<file path="src/hw/rtl/vvpi_pkg.sv">
// shared types, constants and state codes for the volt-var pi modulation control unit
// no dependencies
package vvpi_pkg;

	localparam int POWER_WIDTH_DEF     = 32;
	localparam int INTEG_FRAC_BITS_DEF = 16;
	localparam int AVG_DIVISOR_DEF     = 10;

	localparam int MUL_W    = 32;
	localparam int SQ_RAD_W = 62;
	localparam int SQ_ROOT_W = 31;
	localparam int DIV_NUM_W = 32;
	localparam int DIV_DEN_W = 16;
	localparam int INTEG_W  = 48;
	localparam int IDX_W    = 17;

	localparam logic [15:0] V_REF_RST     = 16'd5000;
	localparam logic [15:0] Q_KP_RST      = 16'd1024;
	localparam logic [15:0] Q_KI_RST      = 16'd256;
	localparam logic [30:0] S_RATED_RST   = 31'd1250000000;
	localparam logic [31:0] TICK_STEP_RST = 32'd357914;
	localparam logic [IDX_W-1:0] MOD_ONE  = 17'd65536;
	localparam logic [IDX_W-1:0] MOD_HALF = 17'd32768;

	typedef enum logic [2:0] {
		REG_V_REF     = 3'd0,
		REG_Q_KP      = 3'd1,
		REG_Q_KI      = 3'd2,
		REG_S_RATED   = 3'd3,
		REG_TICK_STEP = 3'd4
	} vvpi_reg_t;

	typedef enum logic [4:0] {
		ST_IDLE,
		ST_BAND,
		ST_SQP,
		ST_ROOT,
		ST_ROOT_W,
		ST_CAP,
		ST_MUL_M,
		ST_MUL_P,
		ST_MUL_TLO,
		ST_MUL_THI,
		ST_INTEG,
		ST_CTRL,
		ST_MA,
		ST_DIV_MA,
		ST_AVG1,
		ST_AVG2,
		ST_AVG3,
		ST_OUT
	} vvpi_state_t;

	typedef struct packed {
		logic                 start;
		logic [DIV_NUM_W-1:0] num;
		logic [DIV_DEN_W-1:0] den;
	} vvpi_div_req_t;

	typedef struct packed {
		logic                 done;
		logic [DIV_NUM_W-1:0] quo;
	} vvpi_div_rsp_t;

endpackage

</file>
<file path="src/hw/rtl/vvpi_mul.sv">
// shared 32x32 unsigned multiplier with registered product
// depends on vvpi_pkg
module vvpi_mul import vvpi_pkg::*; (
	input  logic                 clk,
	input  logic [MUL_W-1:0]     a,
	input  logic [MUL_W-1:0]     b,
	output logic [2*MUL_W-1:0]   p
);

	logic [2*MUL_W-1:0] p_q;

	always_ff @(posedge clk) begin
		p_q <= (2*MUL_W)'(a) * (2*MUL_W)'(b);
	end

	assign p = p_q;

endmodule

</file>
<file path="config.mk">
export PLATFORM = sky130hd
export DESIGN_NAME = vvpi_mul
export DESIGN_NICKNAME = d
export VERILOG_FILES = /design/src/hw/rtl/vvpi_pkg.sv /design/src/hw/rtl/vvpi_mul.sv
export SDC_FILE = /design/constraint.sdc
export NUM_CORES = 2
export LEC_CHECK = 0
export ABC_AREA = 1
export BUFFER_PORTS_ARGS = -buffer_cell sky130_fd_sc_hd__buf_2
export CAP_MARGIN = 25
export CORE_MARGIN = 5
export CORE_UTILIZATION = 67
export DETAILED_ROUTE_END_ITERATION = 10
export PLACE_DENSITY = 0.85
export SYNTH_ARGS = -nofsm -noshare
export SYNTH_HDL_FRONTEND = slang
export SYNTH_SLANG_ARGS = --single-unit
</file>
<file path="constraint.sdc">
create_clock -name clk -period 7.6 [get_ports clk]
set_input_delay 0.76 -clock clk [delete_from_list [all_inputs] [get_ports clk]]
set_output_delay 0.76 -clock clk [all_outputs]
set_load 0.02 [all_outputs]
</file>
==> results by group <==
Status
  • Run status: completed

CTS
  • Num Clock Sinks: 64
  • Number of buffers added for setup after CTS: 0
  • Hold-fix buffers, CTS: 0
  • Clock tree from TritonCTS: yes
  • H-tree depth: 3
  • CTS Root Cell: sky130_fd_sc_hd__clkbuf_16
  • Number of buffers on the longest clock path: 2
  • Cts repair resizes: 0
  • Number of buffers inserted during clock tree synthesis: 9
  • CTS clock-pin slew for the worst setup and hold paths: 0.06 ns

Critical path
  • Launching element type of the critical path: input pin
  • Worst-path fanout max: 22
  • Worst endpoint data arrival time: 7.37 ns
  • Kind of end point of the critical path: register
  • Data required time of the worst path: 7.82 ns
  • Cell with the biggest individual delay on the critical path: sky130_fd_sc_hd__fa_1
  • Crit path kind: input pin to register
  • Family of cells with the greatest summed delay on the critical path: adder cells
  • Max incr delay on CP: 0.56 ns
  • Cell seen most often among critical-path stages: sky130_fd_sc_hd__fa_1
  • Number of buffers and inverters on the critical path: 8

Floorplanning
  • Core ar.: 0.0552 sq mm
  • Effective utilization at floorplan: 67.8%
  • Die extent in y: 246 um
  • # rows: 86
  • Io pins: 129
  • Die Outline Area: 0.0606 sq mm
  • Width of the die: 246 um

Synthesis
  • Count of synthesis-stage warnings from yosys: 0
  • Post-synth top area cell: sky130_fd_sc_hd__fa_1
  • Net count of the mapped netlist: 6247
  • Unique cell type count in the Yosys netlist: 23
  • Post-Syn Area: 0.0374 sq mm
  • Flops & latches, synth: 64
  • Syn_area_per_cell: 7.45 sq um
  • Part of the Yosys area used for sequential elements: 3.43%
  • Area share of the leading cell type in the synthesized netlist: 48.0%
  • Gate count of the mapped netlist: 5023
  • Dominant cells by area after synthesis: sky130_fd_sc_hd__fa_1, sky130_fd_sc_hd__inv_1, sky130_fd_sc_hd__nand2_1

Finish
  • Flip-flop count of the largest register after layout: 64
  • Commonest non-fill, non-tap cell in the layout: sky130_fd_sc_hd__inv_1
  • Synthesis-to-layout area growth: 5.42%
  • Most used cells in the layout excluding fill and tap cells: sky130_fd_sc_hd__inv_1, sky130_fd_sc_hd__nand2_1, sky130_fd_sc_hd__fa_1
  • Layout cell share with drive strength beyond 1: 6.07%
  • Net count, final: 6294

STA
  • Tightest Pin Transition: 0.745 ns
  • Portion of the clock cycle consumed by the worst path in the final layout: 94.1%
  • Max Fclk: 140 MHz
  • Final number of max-transition violations: 0
  • Worst relative slew slack: 50.4%
  • Final Setup Violations: 0
  • Final worst path period need: 7.15 ns
  • Final worst slack: 0.446 ns
  • Final-layout setup total negative slack: 0 ns
  • Hold Vio Cnt, Final: 0
  • Unrepaired setup endpoints after global routing: no

Global route
  • Number of antenna violations at the first check in global routing: 9
  • Number of global-route vias before repair: 33254
  • Global-route wire length before repair: 166000 um
  • GRT Util Overall: 34.3%
  • GRT Residual Overflow: 0
  • Largest net degree at the start of global routing: 33

Min path
  • Beginning of the worst hold path: a[0]
  • Count of cells along the worst hold path: 4
  • Sink of the worst hold path: p[0]$_DFF_P_
  • Min-delay worst type: input pin to register

Place
  • Pre-CTS WS: 0.163 ns
  • Port Buf Inserts: 128
  • RD Place Congestion: 0.988
  • Post-detailed-placement half-perimeter wirelength: 86300 um

Drt
  • Detailed-route DRC error count: 0
  • Average wire per standard cell: 17.1 um
  • Via density per instance: 5.23
  • Count of antenna-violating nets left after detailed routing: 0
  • Routed vias: 30520
  • Detailed-routing iteration count for the pre-antenna-repair pass: 7
  • Detailed Route WL: 99700 um
  • Initial drt markers: 2380

Flow run
  • Max-cap violation count: 0
synth_stat cells:
| cell | n |
|---|---|
| sky130_fd_sc_hd__nand2_2 | 15 |
| sky130_fd_sc_hd__nor2_1 | 81 |
| sky130_fd_sc_hd__nand3_2 | 9 |
| sky130_fd_sc_hd__inv_1 | 1723 |
| sky130_fd_sc_hd__nor2_4 | 6 |
| sky130_fd_sc_hd__nand2_1 | 1566 |
| sky130_fd_sc_hd__xor2_1 | 33 |
| sky130_fd_sc_hd__nor3_4 | 1 |
| sky130_fd_sc_hd__nor3_2 | 6 |
| sky130_fd_sc_hd__o21bai_1 | 11 |
| sky130_fd_sc_hd__xnor2_1 | 2 |
| sky130_fd_sc_hd__o21ai_0 | 2 |
| sky130_fd_sc_hd__nand3_1 | 56 |
| sky130_fd_sc_hd__a21oi_1 | 43 |
| sky130_fd_sc_hd__inv_2 | 12 |
| sky130_fd_sc_hd__nor3_1 | 11 |
| sky130_fd_sc_hd__dfxtp_1 | 64 |
| sky130_fd_sc_hd__nand4_1 | 16 |
| sky130_fd_sc_hd__fa_1 | 896 |
| sky130_fd_sc_hd__o21bai_2 | 1 |
| sky130_fd_sc_hd__ha_1 | 263 |
| sky130_fd_sc_hd__clkbuf_1 | 192 |
| sky130_fd_sc_hd__nor2_2 | 14 |
kinds of logic (layout without fill, tap and decap cells):
family          count (synthesis)  after routing  synth area share, %
other cells                     0              7                    0
fa+ha+maj                    1159           1159                 56.8
buf+inv                      1927           1979                 19.3
compound gates                 57             57                0.853
xor+xnor                       35             35                0.820
flops                          64             64                 3.43
simple gates                 1781           1781                 18.8
final cells by class:
class,instances,area (sq um)
multi-input cells,3032,28900
well taps,748,936
clock inverters,6,115
flip-flops and latches,64,1280
inverters,1735,6510
diodes,7,17.5
repair buffers,228,1440
fillers,4289,15800
clock buffers,10,239
worst max-delay path by stage:
stage	startpoint	end	slack, ns	cells past startpoint
after floorplan	a[25]	p[60]$_DFF_P_	1.03	26
after detailed placement	b[8]	p[35]$_DFF_P_	0.16	26
after global placement	b[8]	p[35]$_DFF_P_	0.25	26
after CTS	b[8]	p[56]$_DFF_P_	0.49	27
final	b[8]	p[38]$_DFF_P_	0.45	26
after global routing	b[8]	p[38]$_DFF_P_	0.13	26
metrics by stage:
stage          area [sq um]  std cells  utilization, %  hold slack, ns
5_1_grt               39400       5827            71.4            1.10
4_1_cts               39400       5823            71.4            1.08
2_1_floorplan         37400       5023               -           0.858
3_5_place_dp          39100       5807            70.8            1.18
6_report              39400       5830            71.4            1.10
3_3_place_gp          39100       5807            70.8            1.18
layer usage:
layer	share of wire [%]	track usage [%]	routed length, um	vias up
met1	36	42.5	35700	14975
met2	50	59.8	50300	1445
met5	0.024	0	24	-
met4	5.2	15.0	5190	4
met3	8.6	5.70	8570	364
li1	-	-	-	13732
Power is left out: the tool's default activity adds up to more than one toggle a clock period on the data nets, which glitch-free logic cannot reach.
