## src/hw/rtl/vvpi_pkg.sv

```systemverilog
// shared types, constants and state codes for the volt-var pi modulation control unit
// no dependencies
package vvpi_pkg;

	localparam int POWER_WIDTH_DEF     = 32;
	localparam int INTEG_FRAC_BITS_DEF = 16;
	localparam int AVG_DIVISOR_DEF     = 10;

	localparam int MUL_W    = 32;
	localparam int SQ_RAD_W = 62;
	localparam int SQ_ROOT_W = 31;
	localparam int DIV_NUM_W = 32;
	localparam int DIV_DEN_W = 16;
	localparam int INTEG_W  = 48;
	localparam int IDX_W    = 17;

	localparam logic [15:0] V_REF_RST     = 16'd5000;
	localparam logic [15:0] Q_KP_RST      = 16'd1024;
	localparam logic [15:0] Q_KI_RST      = 16'd256;
	localparam logic [30:0] S_RATED_RST   = 31'd1250000000;
	localparam logic [31:0] TICK_STEP_RST = 32'd357914;
	localparam logic [IDX_W-1:0] MOD_ONE  = 17'd65536;
	localparam logic [IDX_W-1:0] MOD_HALF = 17'd32768;

	typedef enum logic [2:0] {
		REG_V_REF     = 3'd0,
		REG_Q_KP      = 3'd1,
		REG_Q_KI      = 3'd2,
		REG_S_RATED   = 3'd3,
		REG_TICK_STEP = 3'd4
	} vvpi_reg_t;

	typedef enum logic [4:0] {
		ST_IDLE,
		ST_BAND,
		ST_SQP,
		ST_ROOT,
		ST_ROOT_W,
		ST_CAP,
		ST_MUL_M,
		ST_MUL_P,
		ST_MUL_TLO,
		ST_MUL_THI,
		ST_INTEG,
		ST_CTRL,
		ST_MA,
		ST_DIV_MA,
		ST_AVG1,
		ST_AVG2,
		ST_AVG3,
		ST_OUT
	} vvpi_state_t;

	typedef struct packed {
		logic                 start;
		logic [DIV_NUM_W-1:0] num;
		logic [DIV_DEN_W-1:0] den;
	} vvpi_div_req_t;

	typedef struct packed {
		logic                 done;
		logic [DIV_NUM_W-1:0] quo;
	} vvpi_div_rsp_t;

endpackage

```

## src/hw/rtl/vvpi_div.sv

```systemverilog
// iterative restoring divider, one quotient bit per cycle
// depends on vvpi_pkg
module vvpi_div import vvpi_pkg::*; (
	input  logic          clk,
	input  logic          arst_n,
	input  vvpi_div_req_t req,
	output vvpi_div_rsp_t rsp
);

	localparam int CNT_W = $clog2(DIV_NUM_W);

	logic                 busy_q;
	logic                 done_q;
	logic [CNT_W-1:0]     cnt_q;
	logic [DIV_DEN_W-1:0] den_q;
	logic [DIV_DEN_W-1:0] rem_q;
	logic [DIV_NUM_W-1:0] quo_q;

	logic [DIV_DEN_W:0] rem_sh;
	logic               fits;

	always_comb begin
		rem_sh = {rem_q, quo_q[DIV_NUM_W-1]};
		fits   = rem_sh >= {1'b0, den_q};
	end

	always_ff @(posedge clk or negedge arst_n) begin
		if (!arst_n) begin
			busy_q <= 1'b0;
			done_q <= 1'b0;
			cnt_q  <= '0;
		end else begin
			done_q <= 1'b0;
			if (req.start) begin
				busy_q <= 1'b1;
				cnt_q  <= '0;
			end else if (busy_q) begin
				cnt_q <= cnt_q + 1'b1;
				if (cnt_q == CNT_W'(DIV_NUM_W - 1)) begin
					busy_q <= 1'b0;
					done_q <= 1'b1;
				end
			end
		end
	end

	always_ff @(posedge clk) begin
		if (req.start) begin
			den_q <= req.den;
			rem_q <= '0;
			quo_q <= req.num;
		end else if (busy_q) begin
			rem_q <= fits ? DIV_DEN_W'(rem_sh - {1'b0, den_q}) : DIV_DEN_W'(rem_sh);
			quo_q <= {quo_q[DIV_NUM_W-2:0], fits};
		end
	end

	assign rsp.done = done_q;
	assign rsp.quo  = quo_q;

endmodule

```

## config.mk

```make
export PLATFORM = sky130hd
export DESIGN_NAME = vvpi_div
export DESIGN_NICKNAME = d
export VERILOG_FILES = /design/src/hw/rtl/vvpi_pkg.sv /design/src/hw/rtl/vvpi_div.sv
export SDC_FILE = /design/constraint.sdc
export NUM_CORES = 1
export LEC_CHECK = 0
export BUFFER_PORTS_ARGS = -buffer_cell sky130_fd_sc_hd__buf_2
export CAP_MARGIN = 25
export CORE_AREA = 2 2 90 113
export CTS_BUF_LIST = sky130_fd_sc_hd__clkbuf_4
export DETAILED_ROUTE_END_ITERATION = 12
export DIE_AREA = 0 0 92 115
export HOLD_SLACK_MARGIN = 0.03
export MAX_ROUTING_LAYER = met4
export PLACE_DENSITY_LB_ADDON = 0.2
export SETUP_SLACK_MARGIN = 0.3
export SLEW_MARGIN = 30
export SYNTH_ARGS = -nofsm -noshare
export SYNTH_HDL_FRONTEND = slang
export SYNTH_SLANG_ARGS = --single-unit
```

## constraint.sdc

```tcl
create_clock -name clk -period 4.9 [get_ports clk]
set_input_delay 0.735 -clock clk [delete_from_list [all_inputs] [get_ports clk]]
set_output_delay 0.735 -clock clk [all_outputs]
set_load 0.02 [all_outputs]
```

==> metrics.md <==
| Metric | Value |
|---|---|
| Leakage | `1.944 nW` |
| Maximum vdd drop | `0.1579 mV` |
| Layout area overhead | `17.64%` |
| ANT nets after route | `0` |
| Peak Freq | `0.3064 GHz` |
| Worst hold path class | `input pin to asynchronous set/reset pin` |
| Crit-path slowest cell | `a2111oi_4` |
| CP Capture Type | `flop` |
| Req. time, crit path | `5.23 ns` |
| Max clock buf depth | `2` |
| WP data arrival | `3.59 ns` |
| CTS H-Tree Depth | `3` |
| Rel. slew slack | `0.4088` |
| Final slew viol count | `0` |
| Initial antenna violation count | `0` |
| Sequence of cells on the critical path | `inv_1, ha_1, a21oi_1, o21ai_1, nand3_1, nand4_1, a2111oi_4, buf_4, mux2_2, a211oi_1` |
| Vias per Instance | `roughly 5.0` |
| Ys Warns | `0` |
| Final min period | `3.264 ns` |
| DR iter-0 viols | `81` |
| Via count | `between 2k and 3k` |
| Layout cells sized above 1 | `0.3541` |
| Core ar. | `0.009509 mm²` |
| I/O pin cnt | `84` |
| Ys flop type | `edfxtp_1` |
| Hold WS | `~0.14 ns` |
| Top post-synthesis cells by count | `48 x edfxtp_1, 32 x mux2_2, 31 x nor2_1` |
| Congestion Overflow GR | `0` |
| Dominant cell by count in the synthesized netlist | `edfxtp_1` |
| ANT cells | `0` |
| Post-synthesis cell area | `approximately 0.0037 mm²` |
| GRT Util Overall | `0.1507` |
| Hpwl dp | `a little over 5000 µm` |
| Pre-antenna DRT Iters | `4` |
| Post-CTS Resized | `0` |
| Critical Path Fanout Max | `14` |
| Final hold vios | `0` |
| Drt total wl | `~7300 µm` |
| Setup TNS | `0 ns` |
| Max-cap violation count | `0` |
| Clk_lat worst skew | `0.41 ns` |
| Total power | `1.939 mW` |
| Critical path launch point type | `flop` |
| Setup Skew | `0.01402 ns` |
| CTS Sinks | `71` |
| Area contributors post-synth | `edfxtp_1 39%, mux2_2 9.7%, dfxtp_1 8.6%` |
| Gate Count Post-Synth | `312` |
| EDFF count, synth | `48` |
| Leading area contributor after synthesis | `edfxtp_1` |
| Layout Nets | `466` |
| Tightest Pin Transition | `0.8868 ns` |
| Drt wl/cell | `13.89 µm` |
| Global-route wire length before repair | `12180 µm` |
| CP Class | `flop to flop` |
| CP peak stage delay | `0.87 ns` |
| Width of the die | `92 µm` |
| Detailed-route DRC error count | `0` |
| Largest net degree at the start of global routing | `70` |
| Syn_nets | `382` |
| Vias in the first global route | `2683` |
| Rows | `40` |
| RSZ-0062 raised after global routing | `no` |
| TritonCTS Buffers | `9` |
| CTS tree | `yes` |
| Clk pin slew, worst setup/hold paths | `0.11 ns` |
| Clock Root Buffer | `clkbuf_4` |
| Syn Area/Cell | `11.91 µm²` |
| Tcrit/Tclk final | `0.6661` |
| Hold-fix buffers at CTS | `0` |
| Full die area | `0.01058 mm²` |
| #FFs+latches synth | `71` |
| Setup violations, final | `0` |
| Final RePlAce weighted congestion | `0.8528` |
| Post-synth cell types | `51` |
| Fillers | `approximately 930` |
| Power Density | `443.4 mW/mm²` |
| Sequential share of the synthesized area | `0.5210` |
| Outcome | `completed` |
| Postcts setup bufs | `0` |
| Asr flop ratio synth | `0.09859` |
| Port bufs | `83` |
| Initial core utilization | `0.3909` |
| Share of the synthesized area in the top cell type | `0.3877` |
| Die span in y | `115 µm` |
## flip-flops by register name, indices dropped and copies added, names as in the netlist
name,cells
den_q,16
cnt_q,5
quo_q,32
rem_q,16
done_q,1
busy_q,1
## worst max-delay path: cells and delay by family (launching register included)
family          cells  cell delay (ns)
flops               1             0.35
compound gates      4             1.46
buf+inv             2             0.38
mux                 1             0.35
simple gates        2             0.26
fa+ha+maj           1             0.37
## through the flow
stage	util	setup slack, ns	area [µm²]	std cells
after global routing	0.4599	1.368	4373	527
final	0.4599	1.636	4373	527
after global placement	0.4479	1.713	4259	511
after floorplan	-	2.421	3717	312
after CTS	0.4599	1.605	4373	527
after detailed placement	0.4479	1.665	4259	511
## area by class of cell
class,instances,area [µm²],area share
inverter,21,78.83,0.01803
clock buffer,12,90.09,0.02060
clock inverter,4,23.77,0.005436
sequential,71,1937,0.4429
timing repair buffer,88,452.9,0.1036
multi-input combinational,205,1633,0.3734
tap,126,157.7,0.03605
## kinds of logic (layout without fill, tap and decap cells)
logic type	count (synthesis)	after routing	synth area share
xor gates and xnor gates	16	16	0.03770
muxes	45	45	0.1319
and+or+nand+nor	70	70	0.09088
DFF	71	71	0.5210
buffers and inverters	36	125	0.03972
AOI/OAI and AO/OA	55	55	0.1128
adders and majority gates	19	19	0.06597
## path summary, 6_finish.rpt
path	startpoint	end	slack [ns]	cells past startpoint
max reg2reg	den_q[6]$_DFFE_PP_	rem_q[0]$_SDFFE_PP0P_	1.64	10
min	arst_n	cnt_q[2]$_DFFE_PN0P_	0.14	1
min in group clk	req[0]	den_q[0]$_DFFE_PP_	0.49	1
max	den_q[6]$_DFFE_PP_	rem_q[0]$_SDFFE_PP0P_	1.64	10
max in group asynchronous	arst_n	cnt_q[1]$_DFFE_PN0P_	4.61	1
min reg2reg	rem_q[3]$_SDFFE_PP0P_	rem_q[3]$_SDFFE_PP0P_	0.51	2
## cell usage in the layout (no fill, tap or decap), types with 3 or more instances in the layout
master / netlist / final
buf_2: 1 / 83
edfxtp_1: 48 / 48
mux2_2: 32 / 32
nor2_1: 31 / 31
inv_1: 21 / 20
ha_1: 18 / 18
dfxtp_1: 16 / 16
a21oi_1: 13 / 13
mux2i_1: 13 / 13
a211oi_1: 12 / 12
clkbuf_4: 0 / 12
nand2_1: 11 / 11
xnor2_1: 11 / 11
dfrtp_1: 7 / 7
nand3_1: 6 / 6
a21o_1: 5 / 5
nand2b_1: 5 / 5
xor2_1: 5 / 5
buf_4: 1 / 5
nand4_1: 4 / 4
nor2b_1: 3 / 3
o21ai_0: 3 / 3
## metal layers
metal,wire (µm),track usage
met4,94,0.05274
met1,3298,0.1824
met2,3452,0.2353
met5,0,-
met3,473,0.05242
## power by group
group | internal [mW] | leakage [nW] | total [mW] | switching (mW)
Combinational | 0.371 | 1.17 | 0.805 | 0.434
Clock | 0.119 | 0.0610 | 0.318 | 0.199
Sequential | 0.749 | 0.718 | 0.816 | 0.0664
No activity file was read; power rests on OpenSTA's default activity.
