## src/hw/rtl/vvpi_pkg.sv

```systemverilog
// shared types, constants and state codes for the volt-var pi modulation control unit
// no dependencies
package vvpi_pkg;

	localparam int POWER_WIDTH_DEF     = 32;
	localparam int INTEG_FRAC_BITS_DEF = 16;
	localparam int AVG_DIVISOR_DEF     = 10;

	localparam int MUL_W    = 32;
	localparam int SQ_RAD_W = 62;
	localparam int SQ_ROOT_W = 31;
	localparam int DIV_NUM_W = 32;
	localparam int DIV_DEN_W = 16;
	localparam int INTEG_W  = 48;
	localparam int IDX_W    = 17;

	localparam logic [15:0] V_REF_RST     = 16'd5000;
	localparam logic [15:0] Q_KP_RST      = 16'd1024;
	localparam logic [15:0] Q_KI_RST      = 16'd256;
	localparam logic [30:0] S_RATED_RST   = 31'd1250000000;
	localparam logic [31:0] TICK_STEP_RST = 32'd357914;
	localparam logic [IDX_W-1:0] MOD_ONE  = 17'd65536;
	localparam logic [IDX_W-1:0] MOD_HALF = 17'd32768;

	typedef enum logic [2:0] {
		REG_V_REF     = 3'd0,
		REG_Q_KP      = 3'd1,
		REG_Q_KI      = 3'd2,
		REG_S_RATED   = 3'd3,
		REG_TICK_STEP = 3'd4
	} vvpi_reg_t;

	typedef enum logic [4:0] {
		ST_IDLE,
		ST_BAND,
		ST_SQP,
		ST_ROOT,
		ST_ROOT_W,
		ST_CAP,
		ST_MUL_M,
		ST_MUL_P,
		ST_MUL_TLO,
		ST_MUL_THI,
		ST_INTEG,
		ST_CTRL,
		ST_MA,
		ST_DIV_MA,
		ST_AVG1,
		ST_AVG2,
		ST_AVG3,
		ST_OUT
	} vvpi_state_t;

	typedef struct packed {
		logic                 start;
		logic [DIV_NUM_W-1:0] num;
		logic [DIV_DEN_W-1:0] den;
	} vvpi_div_req_t;

	typedef struct packed {
		logic                 done;
		logic [DIV_NUM_W-1:0] quo;
	} vvpi_div_rsp_t;

endpackage

```

## src/hw/rtl/vvpi_sqrt.sv

```systemverilog
// iterative integer square root, one result bit per cycle
// depends on vvpi_pkg
module vvpi_sqrt import vvpi_pkg::*; (
	input  logic                 clk,
	input  logic                 arst_n,
	input  logic                 start,
	input  logic [SQ_RAD_W-1:0]  radicand,
	output logic                 done,
	output logic [SQ_ROOT_W-1:0] root
);

	localparam int CNT_W = $clog2(SQ_ROOT_W);
	localparam int REM_W = SQ_ROOT_W + 2;

	logic                 busy_q;
	logic                 done_q;
	logic [CNT_W-1:0]     cnt_q;
	logic [SQ_RAD_W-1:0]  rad_q;
	logic [REM_W-1:0]     rem_q;
	logic [SQ_ROOT_W-1:0] root_q;

	logic [REM_W-1:0] rem_sh;
	logic [REM_W-1:0] trial;
	logic             fits;

	always_comb begin
		rem_sh = {rem_q[REM_W-3:0], rad_q[SQ_RAD_W-1 -: 2]};
		trial  = {root_q, 2'b01};
		fits   = rem_sh >= trial;
	end

	always_ff @(posedge clk or negedge arst_n) begin
		if (!arst_n) begin
			busy_q <= 1'b0;
			done_q <= 1'b0;
			cnt_q  <= '0;
		end else begin
			done_q <= 1'b0;
			if (start) begin
				busy_q <= 1'b1;
				cnt_q  <= '0;
			end else if (busy_q) begin
				cnt_q <= cnt_q + 1'b1;
				if (cnt_q == CNT_W'(SQ_ROOT_W - 1)) begin
					busy_q <= 1'b0;
					done_q <= 1'b1;
				end
			end
		end
	end

	always_ff @(posedge clk) begin
		if (start) begin
			rad_q  <= radicand;
			rem_q  <= '0;
			root_q <= '0;
		end else if (busy_q) begin
			rad_q  <= {rad_q[SQ_RAD_W-3:0], 2'b00};
			rem_q  <= fits ? rem_sh - trial : rem_sh;
			root_q <= {root_q[SQ_ROOT_W-2:0], fits};
		end
	end

	assign done = done_q;
	assign root = root_q;

endmodule

```

## config.mk

```make
export PLATFORM = sky130hd
export DESIGN_NAME = vvpi_sqrt
export DESIGN_NICKNAME = d
export VERILOG_FILES = /design/src/hw/rtl/vvpi_pkg.sv /design/src/hw/rtl/vvpi_sqrt.sv
export SDC_FILE = /design/constraint.sdc
export NUM_CORES = 1
export LEC_CHECK = 0
export BUFFER_PORTS_ARGS = -buffer_cell sky130_fd_sc_hd__buf_2
export CELL_PAD_IN_SITES_DETAIL_PLACEMENT = 1
export CELL_PAD_IN_SITES_GLOBAL_PLACEMENT = 1
export CORE_ASPECT_RATIO = 0.5
export CORE_MARGIN = 2
export CORE_UTILIZATION = 26
export CTS_BUF_LIST = sky130_fd_sc_hd__clkbuf_8
export CTS_CLUSTER_SIZE = 30
export DETAILED_ROUTE_END_ITERATION = 16
export PLACE_DENSITY_LB_ADDON = 0.1
export SYNTH_ARGS = -nofsm -noshare
export SYNTH_HDL_FRONTEND = slang
export SYNTH_SLANG_ARGS = --single-unit
```

## constraint.sdc

```tcl
create_clock -name clk -period 2.6 [get_ports clk]
set_input_delay 0.52 -clock clk [delete_from_list [all_inputs] [get_ports clk]]
set_output_delay 0.52 -clock clk [all_outputs]
set_load 0.005 [all_outputs]
```

==> results of run 1 <==
==> where the power goes <==
group / total [mW] / switching (mW) / internal, mW
Clock: 1.77 / 0.982 / 0.785
Sequential: 2.65 / 0.185 / 2.47
Combinational: 6.55 / 3.16 / 3.39
Total: 11.0 / 4.33 / 6.65
==> how the worst max path moves through the flow <==
stage	slack (ps)	end	cells past startpoint	from
2_1_floorplan	-60	rem_q[30]$_SDFFE_PP0P_	12	root[7]$_SDFFE_PP0P_
3_3_place_gp	-190	rem_q[28]$_SDFFE_PP0P_	11	root[11]$_SDFFE_PP0P_
3_5_place_dp	-200	rem_q[13]$_SDFFE_PP0P_	11	root[8]$_SDFFE_PP0P_
4_1_cts	-210	rem_q[15]$_SDFFE_PP0P_	12	root[8]$_SDFFE_PP0P_
5_1_grt	-360	rem_q[2]$_SDFFE_PP0P_	12	root[8]$_SDFFE_PP0P_
6_report	-170	rem_q[2]$_SDFFE_PP0P_	12	root[9]$_SDFFE_PP0P_
==> sequential cells by signal, indices dropped and copies added (netlist names) <==
signal,cells
busy_q,1
cnt_q,5
done,1
rad_q,62
rem_q,31
root,31
==> critical path: stages (launching register included) <==
cell                       delay (ps)
sky130_fd_sc_hd__dfxtp_2          330
sky130_fd_sc_hd__inv_1             60
sky130_fd_sc_hd__ha_4             260
sky130_fd_sc_hd__nand4_1          170
sky130_fd_sc_hd__or3_1            350
sky130_fd_sc_hd__o211a_1          230
sky130_fd_sc_hd__a21bo_2          220
sky130_fd_sc_hd__o31a_4           300
sky130_fd_sc_hd__o21bai_4         160
sky130_fd_sc_hd__buf_4            150
sky130_fd_sc_hd__buf_12           120
sky130_fd_sc_hd__nand2_1           70
sky130_fd_sc_hd__a311oi_2         260
==> timing repair <==
item	in CTS	in global routing
endpoints found under the setup margin	32	32
pin swaps	9	7
hold buffers	1	0
setup buffers	8	2
gates cloned	3	1
gates resized for setup	25	24
endpoints found under the hold margin	7	0
==> metrics by stage <==
stage                     utilization  TNS, ps
after global routing            0.353    -8580
after detailed placement        0.326    -4770
after global placement          0.326    -3070
after floorplan                     -     -579
final                           0.353    -3590
after CTS                       0.349    -4770
==> Yosys cell counts, drive strengths merged (10+ instances only) <==
cell type / instances / area share
a21o: 13 / 0.013
a21oi: 29 / 0.020
a311oi: 19 / 0.027
buf: 11 / 0.012
clkbuf: 24 / 0.012
dfxtp: 62 / 0.17
edfxtp: 62 / 0.26
ha: 35 / 0.061
inv: 44 / 0.023
mux2: 60 / 0.093
mux2i: 37 / 0.051
nand2: 59 / 0.031
nand3: 16 / 0.012
nand4: 11 / 0.010
nor2: 73 / 0.038
o21ai: 18 / 0.012
xnor2: 17 / 0.021
xor2: 10 / 0.012
==> metal layers <==
layer  track usage  up-vias  wire, microns
met5             0        -             16
met4        0.0450        2            227
met3        0.0503       18            983
met2         0.234       57           9200
met1         0.196     2856          10200
li1              -     2928              -
==> final cells by class <==
type                            instances  share of cell area
Tap cell                              382              0.0492
Inverter                               44              0.0174
Clock inverter                         15              0.0152
Timing Repair Buffer                  218               0.157
Multi-Input combinational cell        486               0.399
Clock buffer                           17              0.0241
Sequential cell                       131               0.338
==> logic make-up after synthesis <==
logic type	Yosys count	synth area share
mux	97	0.145
compound gates	127	0.133
fa+ha+maj	35	0.0605
simple gates	200	0.129
flops	131	0.453
buf+inv	79	0.0476
xor+xnor	27	0.0327
==> flow_summary.toml, run 1 <==
[outcome]
violations = "setup timing"
result_of_the_run = "finished with violations"

[cells_and_area]
num_antenna_cells = 0
stdcell_count = 1293
final_common_cell = "sky130_fd_sc_hd__buf_4"
final-seq-area_sq_um = 3290
final_cell_mix = "sky130_fd_sc_hd__buf_4 (111), sky130_fd_sc_hd__buf_2 (95), sky130_fd_sc_hd__nor2_1 (71), sky130_fd_sc_hd__edfxtp_1 (62), sky130_fd_sc_hd__mux2_2 (60)"
filler_cells = 3146
layout_stage_area_growth_over_the_synthesis_result_pct = 34.3
finish.net_count = 998
final_design_area_no_fill_sq_um = 9710
drive_above_1_share = 0.414
area_used_by_multi_input_combinational_logic_sq_um = 3870

[critical_path]
critical_path.reg2reg.endpoint = "rem_q[2]$_SDFFE_PP0P_"
required_ps = 2990
worstPathMaxFanout = 9
end_kind = "flop"
crit_type = "flop to flop"
critPathLaunchType = "flop"
rrSetupSlack_ps = -170
ff2ff_path_depth = 12
arrival_time_at_the_worst_endpoint_ps = 3170
crit_reg_reg_startpoint = "root[9]$_SDFFE_PP0P_"

[clock_network]
clk-insertion-delay-late_ps = 490
cts_made_buffers = 17
cts_tree = "done"
clk_path_buf_depth = 2
cts_root_buf = "sky130_fd_sc_hd__clkbuf_8"
clock_sink_count = 131
clk_transition_reported_paths_ps = 80
htree_depth = 4

[floorplanning]
num_rows = 43
height_of_the_die_microns = 122
initial_utilization = 0.263
floorplan.die_area_sq_um = 29300
io-pin-count = 97
fp.coreArea_sq_um = 27500
die_width_microns = 240

[pwr]
cellLeakagePower_nw = 4.30
finalPower_mw = 11.0
vdd_ir_drop_max_mv = 0.534
powerDensity_nw_per_um2 = 1130

[global_routing]
grt_start_max_net_pins = 63
initial_antenna_violation_count = 3
first_pass_grt_wire_length_microns = 33600
globalRouteOverflowTotal = 0
grt.total_usage = 0.150
grt_pass1_vias = 6239

[timing]
period_share = 1.07
post-route-min-period_ps = 2770
timing.fmax_mhz = 361
holdWs_ps = 321
layout_setup_ws_ps = -173
relSlewSlack = 0.215
finalMaxSlewViolations = 0
grt_setup_unrepaired = "yes"
fin_skew_ps = 13.6
finalHoldViolCount = 0
setup_viol = 32
worst-slew-pin-transition_ps = 1180

[place]
placed_area_sq_um = 8990
io_buffers = 96
gp_congestion = 0.769
detailedPlacementHpwl_microns = 14600
pre_cts_slack_ps = -201
dp_cells = 1248

[hold_path]
hold-path-endpoint = "rad_q[1]$_SDFFCE_PN0P_"
worst_hold_path_type = "input pin to flop"
hold_path.startpoint = "radicand[1]"
worstHoldPathCells = 2

[drt]
average_vias_per_placed_instance = 4.53
postRouteAntennaNets = 0
detail_route.first_pass.iterations = 4
dr_total_vias = 5861
drcViolationCount = 0
drt_iter0_markers = 237
detail_route.wirelength_microns = 20600
wl_per_cell_microns = 16.0

[flow_run]
maxCapViolations = 0

[yosys]
ys_async_sr_fraction = 0.0534
synth_edf_count = 62
syn_area_sq_um = 7230
synthesis.instances = 696
synth.distinct_cells = 65
synth_seq_cells = 131
synth-main-ff-cell = "sky130_fd_sc_hd__edfxtp_1"
ys_warn_count = 0
ys_seq_area_frac = 0.453
nets_in_the_synthesized_netlist = 796
syn_area_per_cell_sq_um = 10.4
No activity file was read; power rests on OpenSTA's default activity.
==> run 2: changes to the inputs <==
ABC_AREA = 1   (was unset)
==> run 2 against run 1 <==
  * Sequential power hardly changed
  * Critical endpoint is now rem_q[26]$_SDFFE_PP0P_
  * Register-to-register slack gained 400 ps
  * Largest cell class unchanged
  * The run now ends clean
  * Critical path depth increased by 3
==> flow_summary.toml, run 2 <==
[yosys]
synth_seq_cells = 131
ys_warn_count = 0
synth.most_common_cell = "sky130_fd_sc_hd__nand2_1"
synth_area_leaders = "sky130_fd_sc_hd__nand2_1 (25%), sky130_fd_sc_hd__edfxtp_1 (24%), sky130_fd_sc_hd__dfxtp_1 (16%)"
ys_async_sr_fraction = 0.0534
synthDominantCellAreaShare = 0.252
ys_seq_area_frac = 0.427
post-synth-top-area-cell = "sky130_fd_sc_hd__nand2_1"
synthesis.instances = 1093
syn_area_per_cell_sq_um = 7.02
nets_in_the_synthesized_netlist = 1193
synth.distinct_cells = 34
ys_top_cells_by_count = "sky130_fd_sc_hd__nand2_1 (516), sky130_fd_sc_hd__inv_1 (131), sky130_fd_sc_hd__nand3_1 (76), sky130_fd_sc_hd__dfxtp_1 (62), sky130_fd_sc_hd__edfxtp_1 (62)"
synth-main-ff-cell = "sky130_fd_sc_hd__edfxtp_1"
synth_edf_count = 62
syn_area_sq_um = 7670

[clock_network]
cts_root_buf = "sky130_fd_sc_hd__clkbuf_8"
clk_path_buf_depth = 2
clk_transition_reported_paths_ps = 90
htree_depth = 4
clock_sink_count = 131
cts_made_buffers = 17
cts_tree = "done"
clk-insertion-delay-late_ps = 490
post-cts-setup-buffers = 0

[critical_path]
critPathLaunchType = "flop"
rrSetupSlack_ps = 220
end_kind = "flop"
crit_reg_reg_startpoint = "root[13]$_SDFFE_PP0P_"
ff2ff_path_depth = 15
critical_path.reg2reg.endpoint = "rem_q[26]$_SDFFE_PP0P_"
slowest_delay_ps = 400
worstPathMaxFanout = 11
arrival_time_at_the_worst_endpoint_ps = 2810
cpMostUsedCell = "sky130_fd_sc_hd__nand2_1"
crit_type = "flop to flop"
worst_path_max_delay_cell = "sky130_fd_sc_hd__ha_1"
required_ps = 3030
worstPathCellList = "inv_1 > ha_1 > nand2_1 > nor2_1 > nand2_1 > nor2_2 > nand2_1 > nand3_2 > nor2_8 > nand2_8 > buf_12 > nand2_2 > nand2_1 > nand2_1 > nand2_1"

[hold_path]
hold_path.startpoint = "radicand[19]"
worstHoldPathCells = 3
hold-path-endpoint = "rad_q[19]$_DFFE_PP_"
worst_hold_path_type = "input pin to flop"

[timing]
timing.fmax_mhz = 421
setup_viol = 0
fin_skew_ps = 12.6
finalHoldViolCount = 0
relSlewSlack = 0.586
finalMaxSlewViolations = 0
post-route-min-period_ps = 2380
period_share = 0.914
finalSetupTns_ps = 0
grt_setup_unrepaired = "no"
worst-slew-pin-transition_ps = 620

[drt]
drt_iter0_markers = 266
drcViolationCount = 0
wl_per_cell_microns = 15.3
dr_total_vias = 7099
detail_route.wirelength_microns = 24600
average_vias_per_placed_instance = 4.40
postRouteAntennaNets = 0
detail_route.first_pass.iterations = 4

[cells_and_area]
finish.net_count = 1308
final_design_area_no_fill_sq_um = 9240
largest-register = "rad_q"
num_antenna_cells = 0
layout_stage_area_growth_over_the_synthesis_result_pct = 20.4
drive_above_1_share = 0.149
largest_register_ffs = 62
final_common_cell = "sky130_fd_sc_hd__nand2_1"
final_cell_mix = "sky130_fd_sc_hd__nand2_1 (516), sky130_fd_sc_hd__inv_1 (131), sky130_fd_sc_hd__buf_2 (96), sky130_fd_sc_hd__nand3_1 (75)"

[floorplanning]
die_width_microns = 247
num_rows = 44
height_of_the_die_microns = 125
io-pin-count = 97
floorplan.die_area_sq_um = 31000
initial_utilization = 0.264
fp.coreArea_sq_um = 29000

[global_routing]
grt_pass1_vias = 7596
grt.total_usage = 0.169
first_pass_grt_wire_length_microns = 40900
grt_start_max_net_pins = 63
globalRouteOverflowTotal = 0
initial_antenna_violation_count = 0

[place]
io_buffers = 96
placed_area_sq_um = 8800
gp_congestion = 0.835
detailedPlacementHpwl_microns = 18700

[flow_run]
maxCapViolations = 0

[outcome]
result_of_the_run = "finished clean"

[pwr]
cellLeakagePower_nw = 4.83
vdd_ir_drop_max_mv = 0.454
powerDensity_nw_per_um2 = 1150
-- run 2: cell types whose count changed in the layout (fill, tap and decap cells not counted), sizes merged, moves of 10 or more --
| cell | delta |
|---|---|
| nor2 | -15 |
| o21ai | -10 |
| mux2 | -60 |
| xnor2 | -17 |
| mux2i | -37 |
| inv | +89 |
| nand2 | +462 |
| buf | -88 |
| a311oi | -19 |
| o22ai | +29 |
| nand3 | +61 |
| a21o | -13 |
-- run 2: per-stage QoR --
| stage | std cells | total power [mW] | hold WS, ps | worst slack [ps] | util |
|---|---|---|---|---|---|
| 2_1_floorplan | 1093 | 6.79 | 224 | 435 | - |
| 3_3_place_gp | 1579 | 8.69 | 375 | 67.9 | 0.303 |
| 3_5_place_dp | 1579 | 8.78 | 375 | 64.3 | 0.303 |
| 4_1_cts | 1612 | 10.8 | 246 | 38.4 | 0.318 |
| 5_1_grt | 1612 | 11.7 | 263 | 5.06 | 0.318 |
| 6_report | 1612 | 10.6 | 298 | 223 | 0.318 |
-- run 2: repair_timing --
item / in CTS / in global routing
hold buffers: 1 / 0
setup endpoints to repair: 0 / 32
hold endpoints to repair: 7 / 0
gates resized for setup: 0 / 4
-- run 2: layer usage --
| layer | vias up | track usage | wire, microns |
|---|---|---|---|
| li1 | 3673 | - | - |
| met1 | 3341 | 0.238 | 12800 |
| met2 | 71 | 0.268 | 11000 |
| met3 | 14 | 0.0333 | 650 |
| met4 | 0 | 0.0390 | 230 |
| met5 | - | 0 | 0 |
-- run 2: cells by family (layout without fill, tap and decap cells) --
family                   count (synthesis)  count (layout)  synth area share
AND/OR/NAND/NOR                        680             680             0.363
buffers and inverters                  167             295            0.0855
flip-flops                             131             131             0.427
AO/OA/AOI/OAI                           66              66            0.0509
adder cells (fa/ha/maj)                 35              35            0.0571
XOR/XNOR                                14              14            0.0160
-- run 2: area by class of cell --
| class | count | area (sq um) |
|---|---|---|
| Fill cell | 3646 | 19800 |
| Clock inverter | 15 | 181 |
| Clock buffer | 17 | 234 |
| Timing Repair Buffer | 128 | 793 |
| Multi-Input combinational cell | 795 | 3750 |
| Sequential cell | 131 | 3280 |
| Tap cell | 391 | 489 |
| Inverter | 135 | 509 |
-- run 2: worst max-delay path by stage --
stage | slack [ps] | cells after the start | end | startpoint
after CTS | 40 | 17 | rem_q[30]$_SDFFE_PP0P_ | root[6]$_SDFFE_PP0P_
after floorplan | 440 | 3 | rad_q[0]$_SDFFCE_PN0P_ | start
after global placement | 70 | 17 | rem_q[30]$_SDFFE_PP0P_ | root[5]$_SDFFE_PP0P_
after detailed placement | 60 | 17 | rem_q[30]$_SDFFE_PP0P_ | root[6]$_SDFFE_PP0P_
after global routing | 5 | 17 | rem_q[23]$_SDFFE_PP0P_ | root[6]$_SDFFE_PP0P_
final | 220 | 15 | rem_q[26]$_SDFFE_PP0P_ | root[13]$_SDFFE_PP0P_
-- run 2: worst max-delay path: cells and delay by family, from the launching register on --
| family | cells | cell delay, ps |
|---|---|---|
| DFF | 1 | 330 |
| and+or+nand+nor | 12 | 1380 |
| buffers and inverters | 2 | 200 |
| adders and majority gates | 1 | 400 |
-- run 2: power by group --
part	switching [mW]	total [mW]	internal, mW
Combinational	3.90	6.02	2.12
Clock	0.967	1.93	0.958
Sequential	0.187	2.66	2.47
